--- src/rtl/fgn_pkg.sv ---
// ---------------------------------------------------------------------------
// Fractal gradient noise height package
// Shared types and fixed constants for the terrain height pipeline.
// ---------------------------------------------------------------------------
package fgn_pkg;

	localparam int ADDR_W = 3;

	localparam logic REG_NOISE_SCALE  = 1'b0;
	localparam logic REG_HEIGHT_SCALE = 1'b1;

	localparam logic [23:0] NOISE_SCALE_RST  = 24'd8389;
	localparam logic [15:0] HEIGHT_SCALE_RST = 16'd1000;

	localparam int OCT_MULT0 = 1;
	localparam int OCT_MULT1 = 5;
	localparam int OCT_MULT2 = 12;

	// Division by 100 through a reciprocal of 2^34 / 100.
	localparam logic [27:0] RECIP_100   = 28'd171798691;
	localparam logic [33:0] DIV_OFFSET  = 34'd6710886400;
	localparam logic [28:0] DIV_OFFSET_Q = 29'd67108864;

	typedef struct packed {
		logic [23:0] noise_scale;
		logic [15:0] height_scale;
	} cfg_t;

endpackage

--- src/rtl/fgn_out.sv ---
// ---------------------------------------------------------------------------
// Height combiner
// Weights and sums the octaves, scales by 256 * height scale, divides by
// 100 * 2^FRAC_BITS with floor rounding, stages twelve through seventeen.
// ---------------------------------------------------------------------------
module fgn_out #(
	parameter int FRAC_BITS = 16
) (
	input  logic                        clk,
	input  logic                        arst_n,
	input  logic                        en,
	input  logic                        vin,
	input  logic signed [FRAC_BITS+3:0] n0,
	input  logic signed [FRAC_BITS+3:0] n1,
	input  logic signed [FRAC_BITS+3:0] n2,
	input  logic [15:0]                 height_scale,
	output logic                        vout,
	output logic signed [31:0]          height
);
	import fgn_pkg::*;

	localparam int F  = FRAC_BITS;
	localparam int AW = F + 9;
	localparam int MW = AW + 17;
	localparam int EW = MW + 8;

	logic signed [AW-1:0] a0, a1, a2, acc_s12;
	logic signed [MW-1:0] prod_s13;
	logic signed [EW-1:0] ext, shd;
	logic [33:0] wb_s14, wb_s15, wb_s16;
	logic [44:0] pl_s15, ph_s15;
	logic [62:0] rsum;
	logic [28:0] q0_s16, qf;
	logic [33:0] rem;
	logic signed [28:0] qs;
	logic signed [31:0] h_s17;
	logic [16:12] v_q;
	logic v_s17;

	assign a0   = AW'(n0);
	assign a1   = AW'(n1);
	assign a2   = AW'(n2);
	assign ext  = {prod_s13, 8'd0};
	assign shd  = ext >>> F;
	assign rsum = {ph_s15, 17'd0} + 63'(pl_s15);
	assign rem  = wb_s16 - 34'(q0_s16 * 29'd100);
	assign qf   = q0_s16 + ((rem >= 34'd100) ? 29'd1 : 29'd0);
	assign qs   = $signed(qf - DIV_OFFSET_Q);

	always_ff @(posedge clk) begin
		if (en) begin
			acc_s12  <= AW'(a0 * 20 + a1 * 8 + a2 * 3);
			prod_s13 <= MW'(acc_s12 * $signed({1'b0, height_scale}));
			wb_s14   <= 34'(shd) + DIV_OFFSET;
			pl_s15   <= wb_s14[16:0] * RECIP_100;
			ph_s15   <= wb_s14[33:17] * RECIP_100;
			wb_s15   <= wb_s14;
			q0_s16   <= rsum[62:34];
			wb_s16   <= wb_s15;
			h_s17    <= 32'(qs);
		end
	end

	always_ff @(posedge clk or negedge arst_n) begin
		if (!arst_n) begin
			v_q   <= '0;
			v_s17 <= 1'b0;
		end else if (en) begin
			v_q   <= {v_q[15:12], vin};
			v_s17 <= v_q[16];
		end
	end

	assign vout   = v_s17;
	assign height = h_s17;

endmodule

--- config.mk ---
export PLATFORM = sky130hd
export DESIGN_NAME = fgn_out
export DESIGN_NICKNAME = d
export VERILOG_FILES = /design/src/rtl/fgn_pkg.sv /design/src/rtl/fgn_out.sv
export SDC_FILE = /design/constraint.sdc
export NUM_CORES = 2
export LEC_CHECK = 0
export BUFFER_PORTS_ARGS = -buffer_cell sky130_fd_sc_hd__buf_2
export CAP_MARGIN = 20
export CORE_UTILIZATION = 60
export DETAILED_ROUTE_END_ITERATION = 10
export GPL_ROUTABILITY_DRIVEN = 0
export GPL_TIMING_DRIVEN = 0
export PLACE_DENSITY = 0.85
export SLEW_MARGIN = 20
export SYNTH_ARGS = -nofsm -noshare
export SYNTH_HDL_FRONTEND = slang
export SYNTH_SLANG_ARGS = --single-unit
--- constraint.sdc ---
create_clock -name clk -period 8.4 [get_ports clk]
set_clock_uncertainty 0.2 [all_clocks]
set_input_delay 0.42 -clock clk [delete_from_list [all_inputs] [get_ports clk]]
set_output_delay 0.42 -clock clk [all_outputs]
set_load 0.01 [all_outputs]
**Word level (Yosys, flattened, before mapping)**

Cells that the tools add are included.

- Input port bits: 80
- Memory bits (writable): 0
- Memories: 0
- Register bits: 323
- Output and inout bits: 33
- Latch bits: 0
- Memory bits (read-only): 0

- Muxes and demuxes: 1
- Multipliers: 6
- Shifts and indexed selects: 0
- Div/mod/pow operators: 0
- $add $sub $neg: 7
- Order comparisons: 1
- Equality and inequality tests: 0
- Reductions and logical operators: 0
- Bitwise gates (word level): 0

Operators with widths:

| cell | count |
|---|---|
| $mul 17x28->45 const B | 2 |
| $add 62x45->63 | 1 |
| $add 25x23->25 | 2 |
| $mul 25x17->42 | 1 |
| $add 34x33->34 const B | 1 |
| $ge 34x7->1 const B | 1 |
| $sub 34x34->34 | 1 |
| $mul 29x5->32 const B | 1 |
| $add 29x1->29 | 1 |
| $sub 29x27->29 const B | 1 |
| $mul 20x3->23 const B | 1 |
| $mul 20x4->23 const B | 1 |
| $mux 1 | 1 |

**Logic depth before layout (Yosys ltp)**

- Depth after elaboration: 6
- Gate-level depth with buffers: 40

**Worst setup path before layout**

No wires, ideal clock.

- Path kind: register -> register
- Start point: register q0_s16[1]
- End point: register height[28] (netlist name)
- Arrival time: 7113 ps
- Path slack: 829 ps
- Required time: 7941 ps
- Library setup time: 259 ps
- Stages on the path, launching flop included: 38
- Cells stage by stage: edfxtp_1 -> ha_1 -> ha_1 -> fa_1 -> ha_1 -> a21o_1 -> a2111oi_4 -> o31ai_2 -> o211ai_2 -> a31oi_1 -> a41o_1 -> o21a_1 -> nor2_1 -> xor2_1 -> ha_1 -> clkbuf_1 -> nand3b_1 -> o311ai_1 -> [2 not listed] -> nor4_1 -> nand4_1 -> a2111oi_0 -> nand4_1 -> nor4_1 -> nand4_1 -> ha_1 -> ha_1 -> nand3_1 -> nor2_1 -> and3_1 -> nand3_1 -> nor2_1 -> nand3_1 -> nor2_1 -> nand2_1 -> nand2_1 -> xnor2_1

- Word-level cells in the longest chain between the ends: 6

RTL lines:

| what | RTL line | RTL |
|---|---|---|
| start: declaration | fgn_out.sv:33 | `logic [28:0] q0_s16, qf;` |
| start signal: assignment | fgn_out.sv:58 | `q0_s16 <= rsum[62:34];` |
| $mul 29x5->32 | fgn_out.sv:46 | `assign rem = wb_s16 - 34'(q0_s16 * 29'd100);` |
| $sub 34x34->34 | fgn_out.sv:46 |  |
| $ge 34x7->1 | fgn_out.sv:47 | `assign qf = q0_s16 + ((rem >= 34'd100) ? 29'd1 : 29'd0);` |
| $mux 1 | fgn_out.sv:47 |  |
| $add 29x1->29 (*) | fgn_out.sv:47 |  |
| $sub 29x27->29 (*) | fgn_out.sv:48 | `assign qs = $signed(qf - DIV_OFFSET_Q);` |
| net qs[28] | fgn_out.sv:35 | `logic signed [28:0] qs;` |

Mark *: on every way through the listed nets, which the timed path passes. The rest lies on a longest branch.
A chain may end at the register's enable or synchronous reset.

**Worst setup path in the final report**

- Start point: register q0_s16[2]
- End point: register height[28] (netlist name)

- Word-level cells in the longest chain between the ends: 6

RTL lines:

| what | RTL line |
|---|---|
| $mul 29x5->32 | fgn_out.sv:46 |
| $sub 34x34->34 | fgn_out.sv:46 |
| $ge 34x7->1 | fgn_out.sv:47 |
| $mux 1 | fgn_out.sv:47 |
| $add 29x1->29 (*) | fgn_out.sv:47 |
| $sub 29x27->29 (*) | fgn_out.sv:48 |
| net qs[28] | fgn_out.sv:35 |

Marked as above.

==> flow_summary.toml <==
[detailed_routing]
initialDrtViolationCount = 2220
wl_per_cell_um = 17.9
via_count = 31900
ant_nets = 0
drc = 0
viasPerCell = 5.54
first_pass_iters = 6
wl_mm = 103

[finish]
final_cell_mix = "1162 x inv_1, 733 x fa_1, 667 x ha_1"
nNetsFinal = 6182
regArea_um2 = 8770
final_util_pct = 65.6
layout_commonest_cell = "inv_1"
synthToLayoutAreaGrowth_pct = 8.08
final.fill_count = 5494
drive_above_1_share_pct = 6.19
multi_input_area_um2 = 33100

[clock_tree]
path_clk_slew_ns = 0.06
cts_buffer_depth = 3
clk-insertion-delay-late_ns = 0.58
cts_tree = "done"
cts_sinks = 293
cts_made_buffers = 36
root_buffer = "clkbuf_16"
htreeDepth = 2

[global_route]
groute.usage.overall_pct = 27.2
grt_pass1_wl_mm = 169
antenna_found_initial = 7
grt_max_degree = 105
first_global_vias = 34800
overflow = 0

[min_path]
min_path_type = "primary input to async pin"

[setup_path]
cp.required_ns = 8.51
path_common_cell = "ha_4"
cp_max_fo = 4
critical_path_class = "flip-flop to flip-flop"
start_kind = "flip-flop"
crit_start = "q0_s16[2]$_DFFE_PP_"
endpoint_kind = "flip-flop"
critical-path-slowest-cell = "fa_1"
cp.arrival_ns = 8.37
r2r-start = "q0_s16[2]$_DFFE_PP_"
crit_path_max_incr_delay_ns = 0.59

[sta]
max-slew-margin-rel_pct = 47.3
fin_hold_ws_ns = 0.0131
max_freq_mhz = 121
rsz0062_at_grt = "true"
final_max_slew_viol_count = 0
worst_pin_slew_ns = 0.790
fin_crit_sh_pct = 98.3
setup_viol = 0
hold_viol_final = 0
min_period_ns = 8.26

[synth]
synth_edf_count = 287
synth_top_flop_cell = "edfxtp_1"
synth_seq_cells = 293
yosysWarnings = 0
ys_async_sr_fraction_pct = 2.05
syn-num-nets = 6000
ys_top_cells_by_area = "fa_1 32%, edfxtp_1 19%, ha_1 18%, inv_1 9.4%, xnor2_1 3.0%"
syn_area_um2 = 46200
syn_inst = 4511
avgSynthCellArea_um2 = 10.2
synth.distinct_cells = 88
netlist.area_leader.share_pct = 31.8
yosysTopAreaCell = "fa_1"
synth_seq_area_share_pct = 19.0

[placement]
portBuffers = 106
dp_hpwl_mm = 86.1

[run_status]
outcome = "finished clean"

[die]
ios = 113
start_util_pct = 60.7
row_count = 101
die_y_um = 279
dieArea_um2 = 78100
core_area_um2 = 76100
die_x_um = 279

[job]
drv_cap = 0
-- Yosys cell counts, drive strengths merged, types with 8 or more instances --
master / instances
inv: 1162
nand4: 24
nor3: 29
or2: 17
o21bai: 25
and3: 27
and2: 164
fa: 733
nand2: 340
nand2b: 21
o211ai: 15
o21a: 28
ha: 676
or3: 18
xor2: 68
nor2b: 23
a21oi: 132
a21o: 86
nor2: 113
clkbuf: 70
xnor2: 159
o21ai: 75
a211oi: 19
edfxtp: 287
o31ai: 8
nand3: 46
a31oi: 19
-- critical path: cells and delay by family, from the launching register on --
family,cells,cell delay [ns]
xor+xnor,2,0.25
fa+ha+maj,7,2.07
simple gates,16,2.19
flops,1,0.52
compound gates,10,2.31
buf+inv,3,0.48
-- kinds of logic (layout without fill, tap and decap cells) --
| group | count (synthesis) | after routing | synth area share, % |
|---|---|---|---|
| DFF | 293 | 293 | 19.0 |
| and+or+nand+nor | 844 | 844 | 8.86 |
| xor gates and xnor gates | 228 | 228 | 4.35 |
| AOI/OAI and AO/OA | 486 | 486 | 7.33 |
| other | 0 | 3 | 0 |
| buffers and inverters | 1238 | 1447 | 10.1 |
| adders and majority gates | 1409 | 1409 | 50.1 |
| muxes | 13 | 13 | 0.298 |
-- final timing paths --
| path | endpoint | cells after the start | slack (ns) |
|---|---|---|---|
| worst max register to register | height[28]$_DFFE_PP_ | 38 | 0.14 |
| min in group clk | acc_s12[2]$_DFFE_PP_ | 2 | 0.04 |
| max in group asynchronous | v_q[15]$_DFFE_PN0P_ | 2 | 7.84 |
| worst min register to register | wb_s16[7]$_DFFE_PP_ | 0 | 0.21 |
| worst min-delay path | v_q[16]$_DFFE_PN0P_ | 2 | 0.01 |
| worst max-delay path | height[28]$_DFFE_PP_ | 38 | 0.14 |
-- layout make-up --
type | count | area share (%)
antenna | 3 | 0.0150
timing repair buffer | 145 | 1.80
clock buffer | 41 | 1.84
buffer | 75 | 0.609
clock inverter | 24 | 0.579
sequential | 293 | 17.6
multi-input combinational | 2980 | 66.3
tap | 1030 | 2.58
inverter | 1162 | 8.74
-- metal layers --
| layer | global-route usage, % | vias to the layer above | wire length, um |
|---|---|---|---|
| li1 | - | 14600 | - |
| met1 | 32.0 | 15700 | 38900 |
| met2 | 48.8 | 1183 | 51900 |
| met3 | 4.56 | 322 | 7040 |
| met4 | 12.2 | 8 | 4930 |
| met5 | 0 | - | 54 |
-- state kept, by name (all words and copies together), names as in the netlist, 25 cells and up --
signal / count
pl_s15: 28
height: 29
wb_s16: 32
q0_s16: 29
ph_s15: 44
acc_s12: 25
wb_s14: 34
wb_s15: 32
prod_s13: 34
-- what timing repair did --
action / 4_1_cts / 5_1_grt
setup buffers: 13 / 21
pin swaps: 11 / 36
hold buffers: 4 / 0
setup endpoints to repair: 21 / 9
hold endpoints to repair: 9 / 0
gates resized for setup: 21 / 42
-- through the flow --
step	area, um^2	instances	setup slack [ns]	setup TNS (ns)
after floorplan	46200	4511	0.829	0
after global placement	48000	5647	-0.992	-6.95
after detailed placement	48100	5649	-1.11	-8.87
after CTS	49500	5731	0.0371	0
after global routing	49900	5752	-0.187	-0.424
final	49900	5753	0.141	0
Power is not shown: default switching activity piles up to over one toggle a cycle in this logic, so the estimate is an artifact.
