<file path="config.mk">
export PLATFORM = sky130hd
export DESIGN_NAME = fgn_cfg
export DESIGN_NICKNAME = d
export VERILOG_FILES = /design/src/rtl/fgn_pkg.sv /design/src/rtl/fgn_cfg.sv
export SDC_FILE = /design/constraint.sdc
export NUM_CORES = 1
export LEC_CHECK = 0
export BUFFER_PORTS_ARGS = -buffer_cell sky130_fd_sc_hd__buf_2
export CORE_UTILIZATION = 23
export CTS_CLUSTER_SIZE = 28
export DETAILED_ROUTE_END_ITERATION = 10
export PLACE_DENSITY = 0.5
export RECOVER_POWER = 100
export REMOVE_ABC_BUFFERS = 1
export SLEW_MARGIN = 40
export SYNTH_ARGS = -nofsm -noshare
export SYNTH_HDL_FRONTEND = slang
export SYNTH_SLANG_ARGS = --single-unit
</file>
<file path="constraint.sdc">
create_clock -name clk -period 1.1 [get_ports clk]
set_clock_uncertainty 0.2 [all_clocks]
set_input_delay 0 -clock clk [delete_from_list [all_inputs] [get_ports clk]]
set_output_delay 0 -clock clk [all_outputs]
set_load 0.05 [all_outputs]
</file>
<file path="src/rtl/fgn_pkg.sv">
// ---------------------------------------------------------------------------
// Fractal gradient noise height package
// Shared types and fixed constants for the terrain height pipeline.
// ---------------------------------------------------------------------------
package fgn_pkg;

	localparam int ADDR_W = 3;

	localparam logic REG_NOISE_SCALE  = 1'b0;
	localparam logic REG_HEIGHT_SCALE = 1'b1;

	localparam logic [23:0] NOISE_SCALE_RST  = 24'd8389;
	localparam logic [15:0] HEIGHT_SCALE_RST = 16'd1000;

	localparam int OCT_MULT0 = 1;
	localparam int OCT_MULT1 = 5;
	localparam int OCT_MULT2 = 12;

	// Division by 100 through a reciprocal of 2^34 / 100.
	localparam logic [27:0] RECIP_100   = 28'd171798691;
	localparam logic [33:0] DIV_OFFSET  = 34'd6710886400;
	localparam logic [28:0] DIV_OFFSET_Q = 29'd67108864;

	typedef struct packed {
		logic [23:0] noise_scale;
		logic [15:0] height_scale;
	} cfg_t;

endpackage

</file>
<file path="src/rtl/fgn_cfg.sv">
// ---------------------------------------------------------------------------
// Configuration registers
// APB-style register file holding the noise scale and the height scale.
// ---------------------------------------------------------------------------
module fgn_cfg (
	input  logic                      clk,
	input  logic                      arst_n,
	input  logic                      psel,
	input  logic                      penable,
	input  logic                      pwrite,
	input  logic [fgn_pkg::ADDR_W-1:0] paddr,
	input  logic [31:0]               pwdata,
	output logic [31:0]               prdata,
	output logic                      pready,
	output fgn_pkg::cfg_t             cfg
);
	import fgn_pkg::*;

	cfg_t cfg_q;

	always_ff @(posedge clk or negedge arst_n) begin
		if (!arst_n) begin
			cfg_q.noise_scale  <= NOISE_SCALE_RST;
			cfg_q.height_scale <= HEIGHT_SCALE_RST;
		end else if (psel && penable && pwrite) begin
			unique case (paddr[2])
				REG_NOISE_SCALE:  cfg_q.noise_scale  <= pwdata[23:0];
				REG_HEIGHT_SCALE: cfg_q.height_scale <= pwdata[15:0];
				default:          cfg_q.noise_scale  <= cfg_q.noise_scale;
			endcase
		end
	end

	always_comb begin
		unique case (paddr[2])
			REG_NOISE_SCALE:  prdata = {8'd0, cfg_q.noise_scale};
			REG_HEIGHT_SCALE: prdata = {16'd0, cfg_q.height_scale};
			default:          prdata = 32'd0;
		endcase
	end

	assign pready = 1'b1;
	assign cfg    = cfg_q;

endmodule

</file>
== Word-level counts from Yosys, hierarchy flattened ==
Index checks and enable logic that the tools add are counted.

* Word-level logic and storage cells: 8
* Memories kept: 0
* Output and inout bits: 73
* Latch bits: 0
* Bits in registers: 40
* RAM bits: 0
* Input port bits: 40
* Bits in read-only memories: 0

* Divide/modulo/power cells: 0
* Bitwise gates (word level): 1
* Muxes and demuxes: 1
* Shift-type cells: 0
* $lt $le $gt $ge: 0
* Add/subtract/negate cells: 0
* Equal/unequal tests: 0
* $mul: 0
* Reductions and logical operators: 4

{| class="wikitable"
|+ Operators by type and width
! kind !! number
|-
| one-hot mux 32 bit (2 select lines) || 1
|-
| AND reduction 2 bit || 2
|-
| logical AND 1 bit || 2
|-
| inverter 1 bit || 1
|}

== Longest topological paths before layout ==
Gate-level depths: netlist of run 1.

* Word-level depth: 3
* Mapped depth: 4
* Mapped depth without buffers: 2

== Least setup slack after synthesis of run 1 ==
No wires, ideal clock.

* Path kind: register to output
* Start: register cfg_q (netlist bit cfg[32])
* End: output prdata[16]
* Path buffers: 0
* Arrival: 1.404 ns
* Stages on the path, launching flop included: 2
* Required time: 0.900 ns
* Path slack: -0.504 ns
* Cell sequence: dfrtp_1 nor2b_1

* Word-level cells in the longest chain between the ends: 1

{| class="wikitable"
|+ Ends and longest elaborated chain
! what !! RTL line !! source
|-
| from (decl) || fgn_cfg.sv:19 || <nowiki>cfg_t cfg_q;</nowiki>
|-
| one-hot mux 32 bit (2 select lines) || fgn_cfg.sv:35 || <nowiki>unique case (paddr[2])</nowiki>
|-
| to (decl) || fgn_cfg.sv:13 || <nowiki>output logic [31:0] prdata,</nowiki>
|}

No other way between the ends. The select of a mux whose other input is x is not followed.

== Final worst setup path of run 1 ==
* Start: register cfg_q (netlist bit cfg[22])
* End: output prdata[6]

Same word-level chain as after synthesis.

==> impl_metrics.env, run 1 <==
export IMPL_critical_path_arrival_ns=1.15
export IMPL_place_area_sq_mm=0.00256
export IMPL_synth_compound_area_share_pct=0
export IMPL_cts_made_buffers=5
export IMPL_yosys_top_cells_area="dfrtp_1 37%, mux2_2 21%, mux2_4 15%"
export IMPL_port_buffers=93
export IMPL_antenna_found_initial=0
export IMPL_antennaDiodeCount=0
export IMPL_worstMarginPinSlew_ns=0.549
export IMPL_fmax_mhz=742
export IMPL_synth_simple_area_share_pct=4.89
export IMPL_route_met3_wl_microns=351
export IMPL_ys_warnings_count=0
export IMPL_die_y_microns=94.0
export IMPL_drive_gt1_share_pct=74.7
export IMPL_ir_drop_uv=913
export IMPL_crit_chain="mux2_4, buf_8"
export IMPL_setup_ws_ns=-0.248
export IMPL_hold_violations=0
export IMPL_syn_area_sq_mm=0.00195
export IMPL_status="finished, violations left"
export IMPL_muxShareOfSynthArea_pct=36.3
export IMPL_finalSetupTns_ns=-6.95
export IMPL_cts_sinks=40
export IMPL_drt_vias_per_instance=4.10
export IMPL_clk_path_buf_depth=2
export IMPL_grt_usage_pct=12.0
export IMPL_cp_required_ns=0.90
export IMPL_vias=1551
export IMPL_slew_headroom_pct=63.4
export IMPL_max_cap_viol_count=0
export IMPL_syn_area_per_cell_sq_um=15.8
export IMPL_pre_cts_slack_ns=-0.0740
export IMPL_failed_checks="negative setup slack"
export IMPL_worstHoldPathType="in -> reg"
export IMPL_die_w_microns=94.0
export IMPL_row_count=33
export IMPL_grt_ovfl_total=0
export IMPL_wl_met1_microns=2330
export IMPL_cts_tree="done"
export IMPL_final_cell_area_sq_mm=0.00376
export IMPL_ant_nets=0
export IMPL_path_clk_slew_ns=0.08
export IMPL_leakage_nw=1.85
export IMPL_rsz0062_at_grt="true"
export IMPL_initial_core_util_pct=23.7
export IMPL_highest_layer="met4"
export IMPL_io_pins=113
export IMPL_critPathLaunchType="flop"
export IMPL_crit_fanout=3
export IMPL_synthTopCellsByCount="36 x mux2_2, 29 x dfrtp_1, 20 x mux2_4"
export IMPL_slowest_delay_ns=0.56
export IMPL_dieArea_sq_mm=0.00883
export IMPL_fin_cells=378
export IMPL_drcViolationCount=0
export IMPL_synth_edf_count=0
export IMPL_layout_nets=312
export IMPL_dp_cells=320
export IMPL_cp_slowest_cell="dfstp_2"
export IMPL_cts_htree_levels=2
export IMPL_synth_top_area_share_pct=37.3
export IMPL_post_route_min_period_ns=1.35
export IMPL_synth_async_sr_flop_share_pct=100
export IMPL_min_period_over_period_pct=123
export IMPL_largest_register_ffs=40
export IMPL_synth_cell_type_count=11
export IMPL_synth_adder_area_share_pct=0
export IMPL_slew_viol_final=0
export IMPL_grt_max_degree=41
export IMPL_cts_root_buffer="clkbuf_8"
export IMPL_wl_per_cell_microns=14.7
export IMPL_synth_flop_cell="dfrtp_1"
export IMPL_drtPass1Iterations=3
export IMPL_wl_microns=5570
export IMPL_yosys_area_top_type="dfrtp_1"
export IMPL_gp_congestion=0.636
export IMPL_clkLatencyLatePin_ns=0.28
export IMPL_cp_end_kind="output pin"
export IMPL_ys_seq_elements=40
export IMPL_worstSetupPathType="reg -> out"
export IMPL_grt_pass1_vias=1558
export IMPL_setup_violations=53
export IMPL_grt_pass1_wl_microns=8010
export IMPL_synth_top_family_by_area="multiplexers"
export IMPL_drt_iter0_drc=13
export IMPL_p_per_area_mw_per_mm2=2170
export IMPL_yosysSeqAreaShare_pct=52.2
export IMPL_met2_length_microns=2840
export IMPL_yosysMostFrequentCell="mux2_2"
export IMPL_synthXorXnorAreaFrac_pct=0
export IMPL_dp_hpwl_microns=3140
export IMPL_core_area_sq_mm=0.00822
export IMPL_syn_inst=123
export IMPL_area_growth_pct=93.5
export IMPL_final_core_util_pct=45.8
==> power by group <==
| group | internal [mW] | switching [mW] |
|---|---|---|
| logic | 2.19 | 2.61 |
| registers | 1.87 | 0.308 |
| clock network | 0.674 | 0.510 |
| total | 4.73 | 3.43 |
==> kinds of logic (layout without fill, tap and decap cells) <==
| kind of cell | after synthesis | in the layout |
|---|---|---|
| AND/OR/NAND/NOR | 10 | 10 |
| multiplexers | 56 | 56 |
| flip-flops | 40 | 40 |
| buffers and inverters | 15 | 158 |
| other | 2 | 9 |
==> timing repair <==
item | in CTS | in global routing
endpoints found under the setup margin | 64 | 73
hold buffers | 25 | 0
gates resized for setup | 155 | 56
setup buffers | 18 | 14
hold endpoints to repair | 80 | 0
==> path summary, 6_finish.rpt <==
kind,from,end,slack [ns],cells past startpoint
max,cfg[22]$_DFFE_PN1P_,prdata[6],-0.25,2
min,paddr[2],cfg[13]$_DFFE_PN0P_,0.06,4
max reg2reg,cfg[39]$_DFFE_PN0P_,cfg[39]$_DFFE_PN0P_,-0.01,2
min reg2reg,cfg[2]$_DFFE_PN0P_,cfg[2]$_DFFE_PN0P_,0.35,1
max in group asynchronous,arst_n,cfg[18]$_DFFE_PN1P_,0.17,3
min in group asynchronous,arst_n,cfg[21]$_DFFE_PN0P_,0.15,3
==> metrics by stage <==
step                      hold WS [ns]  power (mW)
final                           0.0551        8.16
after global routing            0.0562        8.50
after CTS                       0.0111        7.80
after detailed placement        -0.208        5.34
after global placement          -0.208        5.32
after floorplan                 -0.496        4.60
==> per-layer routing <==
layer	track usage, %	vias up
met2	20.9	73
met1	14.7	763
met4	3.46	0
li1	-	710
met5	0	-
met3	3.07	5
==> critical path, delay by kind of cell (launching register included) <==
kind,cells,cell delay (ns)
flip-flops,1,0.56
multiplexers,1,0.16
buffers and inverters,1,0.14
==> cells in the final DEF (no fill, tap or decap), drive strengths merged <==
cell,count
buf,124
bufinv,1
clkbuf,7
clkinv,1
conb,9
dfrtp,29
dfstp,11
dlygate4sd3,25
mux2,56
nand4,1
nand4b,1
nor2b,8
==> cell type report <==
type | count | area, sq um
multi-input combinational | 75 | 913
clock inverter | 2 | 35.0
sequential | 40 | 1010
clock buffer | 6 | 72.6
timing repair buffer | 150 | 1600
tap | 105 | 131
fill | 705 | 4450
(Power assumes the default switching activity.)
==> run 2, diff against run 1 <==
--- a/config.mk
+++ b/config.mk
@@ -6,10 +6,10 @@
 export NUM_CORES = 1
 export LEC_CHECK = 0
 export BUFFER_PORTS_ARGS = -buffer_cell sky130_fd_sc_hd__buf_2
-export CORE_UTILIZATION = 23
+export CORE_UTILIZATION = 40
 export CTS_CLUSTER_SIZE = 28
 export DETAILED_ROUTE_END_ITERATION = 10
-export PLACE_DENSITY = 0.5
+export PLACE_DENSITY = 0.76
 export RECOVER_POWER = 100
 export REMOVE_ABC_BUFFERS = 1
 export SLEW_MARGIN = 40
==> run 2 against run 1 <==
  * The flow still finishes with violations (negative setup slack)
  * Clock power hardly changed
  * Core utilization increased by 34 points
  * Cell area down 0.50%
  * Hold slack better by 0.066 ns
  * Sequential cell count stayed put
  * Via count increased by 9.2%
  * Wire length rose by 34%
==> impl_metrics.env, run 2 (synthesis gave the netlist of run 1 again) <==
export IMPL_layout_area_seq_sq_mm=0.00101
export IMPL_ant_nets=0
export IMPL_grt_usage_pct=24.9
export IMPL_grt_ovfl_total=0
export IMPL_fmax_mhz=723
export IMPL_vias=1693
export IMPL_cp_required_ns=0.90
export IMPL_dp_hpwl_microns=2870
export IMPL_multi_input_area_sq_um=917
export IMPL_post_route_min_period_ns=1.38
export IMPL_crit_fanout=2
export IMPL_final_core_util_pct=79.8
export IMPL_area_growth_pct=92.5
export IMPL_critPathLaunchType="flop"
export IMPL_largest_register_ffs=40
export IMPL_leakage_nw=1.89
export IMPL_worstMarginPinSlew_ns=0.545
export IMPL_row_count=25
export IMPL_wl_per_cell_microns=22.5
export IMPL_clk_path_buf_depth=2
export IMPL_grt_pass1_wl_microns=9300
export IMPL_rsz0062_at_grt="true"
export IMPL_gp_congestion=0.687
export IMPL_slew_headroom_pct=63.6
export IMPL_setup_violations=69
export IMPL_antenna_found_initial=0
export IMPL_drtPass1Iterations=4
export IMPL_r2r_start="cfg[0]$_DFFE_PN0P_"
export IMPL_core_area_sq_mm=0.00469
export IMPL_fill_cells=219
export IMPL_io_pins=113
export IMPL_cts_tree="done"
export IMPL_failed_checks="negative setup slack"
export IMPL_path_clk_slew_ns=0.09
export IMPL_clkLatencyLatePin_ns=0.28
export IMPL_port_buffers=93
export IMPL_dieArea_sq_mm=0.00515
export IMPL_antennaDiodeCount=0
export IMPL_drt_vias_per_instance=5.10
export IMPL_initial_core_util_pct=41.5
export IMPL_cts_htree_levels=2
export IMPL_cp_end_kind="output pin"
export IMPL_drcViolationCount=0
export IMPL_cts_made_buffers=5
export IMPL_hold_violations=0
export IMPL_reg2reg_depth=2
export IMPL_grt_max_degree=41
export IMPL_wl_microns=7480
export IMPL_drt_iter0_drc=72
export IMPL_worstSetupPathType="reg -> out"
export IMPL_critical_path_arrival_ns=1.18
export IMPL_min_period_over_period_pct=126
export IMPL_max_cap_viol_count=0
export IMPL_final_common_cell="buf_6"
export IMPL_mostFrequentLayoutCells="50 x buf_6, 38 x mux2_4, 38 x buf_8"
export IMPL_hold_start="penable"
export IMPL_status="finished, violations left"
export IMPL_crit_start="cfg[0]$_DFFE_PN0P_"
export IMPL_slew_viol_final=0
export IMPL_worstHoldPathType="in -> reg"
export IMPL_ir_drop_uv=1470
export IMPL_layout_nets=317
export IMPL_grt_pass1_vias=1657
export IMPL_drive_gt1_share_pct=74.8
export IMPL_cts_root_buffer="clkbuf_8"
export IMPL_rrSetupSlack_ns=-0.07
export IMPL_die_w_microns=71.7
export IMPL_cts_sinks=40
export IMPL_r2r_end="cfg[0]$_DFFE_PN0P_"
export IMPL_hold_slack_ns=0.121
export IMPL_p_per_area_mw_per_mm2=2280
export IMPL_finalSetupTns_ns=-8.90
export IMPL_setup_ws_ns=-0.283
export IMPL_critPathCapture="prdata[0]"
export IMPL_die_y_microns=71.7
-- run 2: cell type report --
type | instances | share of cell area (%)
clock inverters | 2 | 0.935
repair buffers | 155 | 43.8
clock buffers | 6 | 1.94
multi-input cells | 75 | 24.5
well taps | 54 | 1.80
flip-flops and latches | 40 | 27.1
-- run 2: through the flow --
step	setup slack [ns]	total power, mW	instance area [sq um]	instances
final	-0.283	8.55	3750	332
after global routing	-0.311	8.78	3750	332
after CTS	-0.239	7.84	3500	323
after detailed placement	-0.128	5.32	2450	268
after global placement	-0.0843	5.27	2450	268
after floorplan	-0.504	4.60	1850	115
-- run 2: per-layer routing --
metal  share of wire (%)  routed length [microns]  GRT usage [%]  vias up
li1                    -                        -              -      715
met1                  39                     2900           29.8      860
met2                  52                     3860           43.2       96
met3                 7.6                      568           7.03       22
met4                 2.1                      155           8.06        0
met5                   0                        0              0        -
-- run 2: worst min-delay path by stage --
stage                     endpoint  depth (start not counted)  slack (ns)
2_1_floorplan   cfg[0]$_DFFE_PN0P_                          0       -0.50
3_3_place_gp   cfg[39]$_DFFE_PN0P_                          2       -0.21
3_5_place_dp   cfg[39]$_DFFE_PN0P_                          2       -0.21
4_1_cts        cfg[39]$_DFFE_PN0P_                          3        0.01
5_1_grt        cfg[29]$_DFFE_PN1P_                          4        0.12
6_report       cfg[39]$_DFFE_PN0P_                          4        0.12
-- run 2: critical path, stage by stage (launching register included) --
cell and delay, ns:
dfrtp_1 0.44, mux2_4 0.29, buf_8 0.15
-- run 2: what timing repair did --
action | in CTS | in global routing
buffers inserted | 22 | 21
setup endpoints to repair | 64 | 81
pin swaps | 0 | 0
endpoints found under the hold margin | 80 | 0
hold buffers | 25 | 0
gates resized for setup | 161 | 64
cloned | 0 | 0
-- run 2: where the power goes --
part,leakage (nW),switching (mW),internal (mW)
Sequential,0.464,0.374,1.87
Combinational,1.37,2.78,2.33
Clock,0.0552,0.526,0.674
==> run 3, diff against run 2 <==
--- a/config.mk
+++ b/config.mk
@@ -6,10 +6,12 @@
 export NUM_CORES = 1
 export LEC_CHECK = 0
 export BUFFER_PORTS_ARGS = -buffer_cell sky130_fd_sc_hd__buf_2
-export CORE_UTILIZATION = 40
+export CELL_PAD_IN_SITES_DETAIL_PLACEMENT = 0
+export CELL_PAD_IN_SITES_GLOBAL_PLACEMENT = 1
+export CORE_UTILIZATION = 36
 export CTS_CLUSTER_SIZE = 28
 export DETAILED_ROUTE_END_ITERATION = 10
-export PLACE_DENSITY = 0.76
+export PLACE_DENSITY = 0.87
 export RECOVER_POWER = 100
 export REMOVE_ABC_BUFFERS = 1
 export SLEW_MARGIN = 40
==> constraint.sdc (replaced) <==
create_clock -name clk -period 1.7 [get_ports clk]
set_clock_uncertainty 0.2 [all_clocks]
set_input_delay 0 -clock clk [delete_from_list [all_inputs] [get_ports clk]]
set_output_delay 0 -clock clk [all_outputs]
set_load 0.05 [all_outputs]
==> run 3 against run 2 <==
  * The run now ends clean
  * Via count is 16% lower
  * Power is 52% lower
  * Clock power is 37% lower
  * Hold slack worse by 0.10 ns
  * Critical endpoint is now cfg[15]$_DFFE_PN0P_
  * Non-clock buffer count is 32 lower
  * Die area is 11% higher
  * Combinational power is 61% lower
  * First-iteration DRC count is 60% lower
  * Register-to-register slack better by 0.74 ns
  * Cell area is 29% lower
==> impl_metrics.env, run 3 (synthesis gave the netlist of run 1 again) <==
export IMPL_status="complete, no violations"
export IMPL_post_cts_buffers=0
export IMPL_port_buffers=93
export IMPL_setup_violations=0
export IMPL_min_period_over_period_pct=91.0
export IMPL_cp_required_ns=1.68
export IMPL_hold_violations=0
export IMPL_p_per_area_mw_per_mm2=1540
export IMPL_cp_end_kind="flop"
export IMPL_grt_ovfl_total=0
export IMPL_layout_nets=285
export IMPL_cts_made_buffers=5
export IMPL_cts_tree="done"
export IMPL_critical_path_arrival_ns=1.52
export IMPL_dieArea_sq_mm=0.00570
export IMPL_fmax_mhz=647
export IMPL_grt_usage_pct=16.1
export IMPL_post_route_min_period_ns=1.55
export IMPL_drtPass1Iterations=4
export IMPL_cts_root_buffer="clkbuf_8"
export IMPL_dp_hpwl_microns=2930
export IMPL_gp_congestion=0.700
export IMPL_grt_pass1_wl_microns=6650
export IMPL_ant_nets=0
export IMPL_clkLatencyLatePin_ns=0.29
export IMPL_antennaDiodeCount=0
export IMPL_cts_sinks=40
export IMPL_leakage_nw=1.22
export IMPL_die_w_microns=75.5
export IMPL_drt_iter0_drc=29
export IMPL_area_growth_pct=36.8
export IMPL_row_count=26
export IMPL_core_area_sq_mm=0.00514
export IMPL_ir_drop_uv=863
export IMPL_wl_microns=4340
export IMPL_path_clk_slew_ns=0.08
export IMPL_slew_headroom_pct=58.6
export IMPL_finalSetupTns_ns=0
export IMPL_clk_path_buf_depth=2
export IMPL_worstSetupPathType="in -> reg"
export IMPL_io_pins=113
export IMPL_wl_per_cell_microns=13.7
export IMPL_worstMarginPinSlew_ns=0.619
export IMPL_max_cap_viol_count=0
export IMPL_crit_fanout=25
export IMPL_total_power_mw=4.09
export IMPL_slew_viol_final=0
export IMPL_worstHoldPathType="in -> async"
export IMPL_rsz0062_at_grt="false"
export IMPL_drive_gt1_share_pct=43.1
export IMPL_largest_register_ffs=40
export IMPL_vias=1415
export IMPL_cts_resized=0
export IMPL_drt_vias_per_instance=4.48
export IMPL_critPathLaunchType="input port"
export IMPL_rrSetupSlack_ns=0.67
export IMPL_final_common_cell="clkbuf_1"
export IMPL_drcViolationCount=0
export IMPL_die_y_microns=75.5
export IMPL_antenna_found_initial=0
export IMPL_mostFrequentLayoutCells="52 x clkbuf_1, 36 x mux2_2, 29 x dfrtp_1"
export IMPL_grt_max_degree=26
export IMPL_cts_htree_levels=2
export IMPL_initial_core_util_pct=37.9
export IMPL_grt_pass1_vias=1367
==> run 3: changes by cell type in the layout (fill, tap and decap cells not counted), sizes merged <==
cell,before,now
buf,129,27
clkbuf,7,77
==> run 3: repair_timing <==
action / in CTS / in global routing
hold buffers: 25 / 0
hold endpoints to repair: 76 / 0
setup endpoints to repair: 0 / 0
==> run 3: through the flow <==
step	hold slack (ns)	std cells	util, %	setup slack (ns)	instance area, sq um
finish	0.0175	316	51.8	0.153	2660
global route	0.0540	316	51.8	0.114	2660
CTS	0.0268	316	55.2	0.252	2840
detailed placement	-0.200	283	48.2	0.332	2480
global placement	-0.203	283	48.2	0.318	2480
floorplan	-0.496	115	-	0.0965	1850
==> run 3: area by class of cell <==
type	instances	area, sq um
clock buffers	6	72.6
clock inverters	2	35.0
fillers	495	2480
multi-input cells	75	773
flip-flops and latches	40	1010
well taps	70	87.6
repair buffers	123	679
==> run 3: path summary, 6_finish.rpt <==
path	cells past startpoint	endpoint	start
max reg2reg	1	cfg[32]$_DFFE_PN0P_	cfg[32]$_DFFE_PN0P_
min in group clk	3	cfg[24]$_DFFE_PN0P_	penable
max	4	cfg[15]$_DFFE_PN0P_	paddr[2]
min	2	cfg[33]$_DFFE_PN0P_	arst_n
max in group asynchronous	3	cfg[8]$_DFFE_PN1P_	arst_n
min reg2reg	1	cfg[37]$_DFFE_PN0P_	cfg[37]$_DFFE_PN0P_
==> run 3: power by group <==
group	internal [mW]	switching, mW
Clock	0.436	0.322
Sequential	1.20	0.158
Combinational	0.462	1.51
Total	2.10	1.99
==> run 3: critical path, cell delays in order <==
cell and delay (ns):
buf_2 0.09, clkbuf_4 0.37, nand4_2 0.57, mux2_2 0.48
==> run 3: metal layers <==
layer,track usage [%],vias to the layer above,share of wire [%]
met5,0,-,0
met4,6.79,0,1.4
met3,4.50,7,6.5
met2,26.6,61,47
met1,19.8,683,45
li1,-,664,-
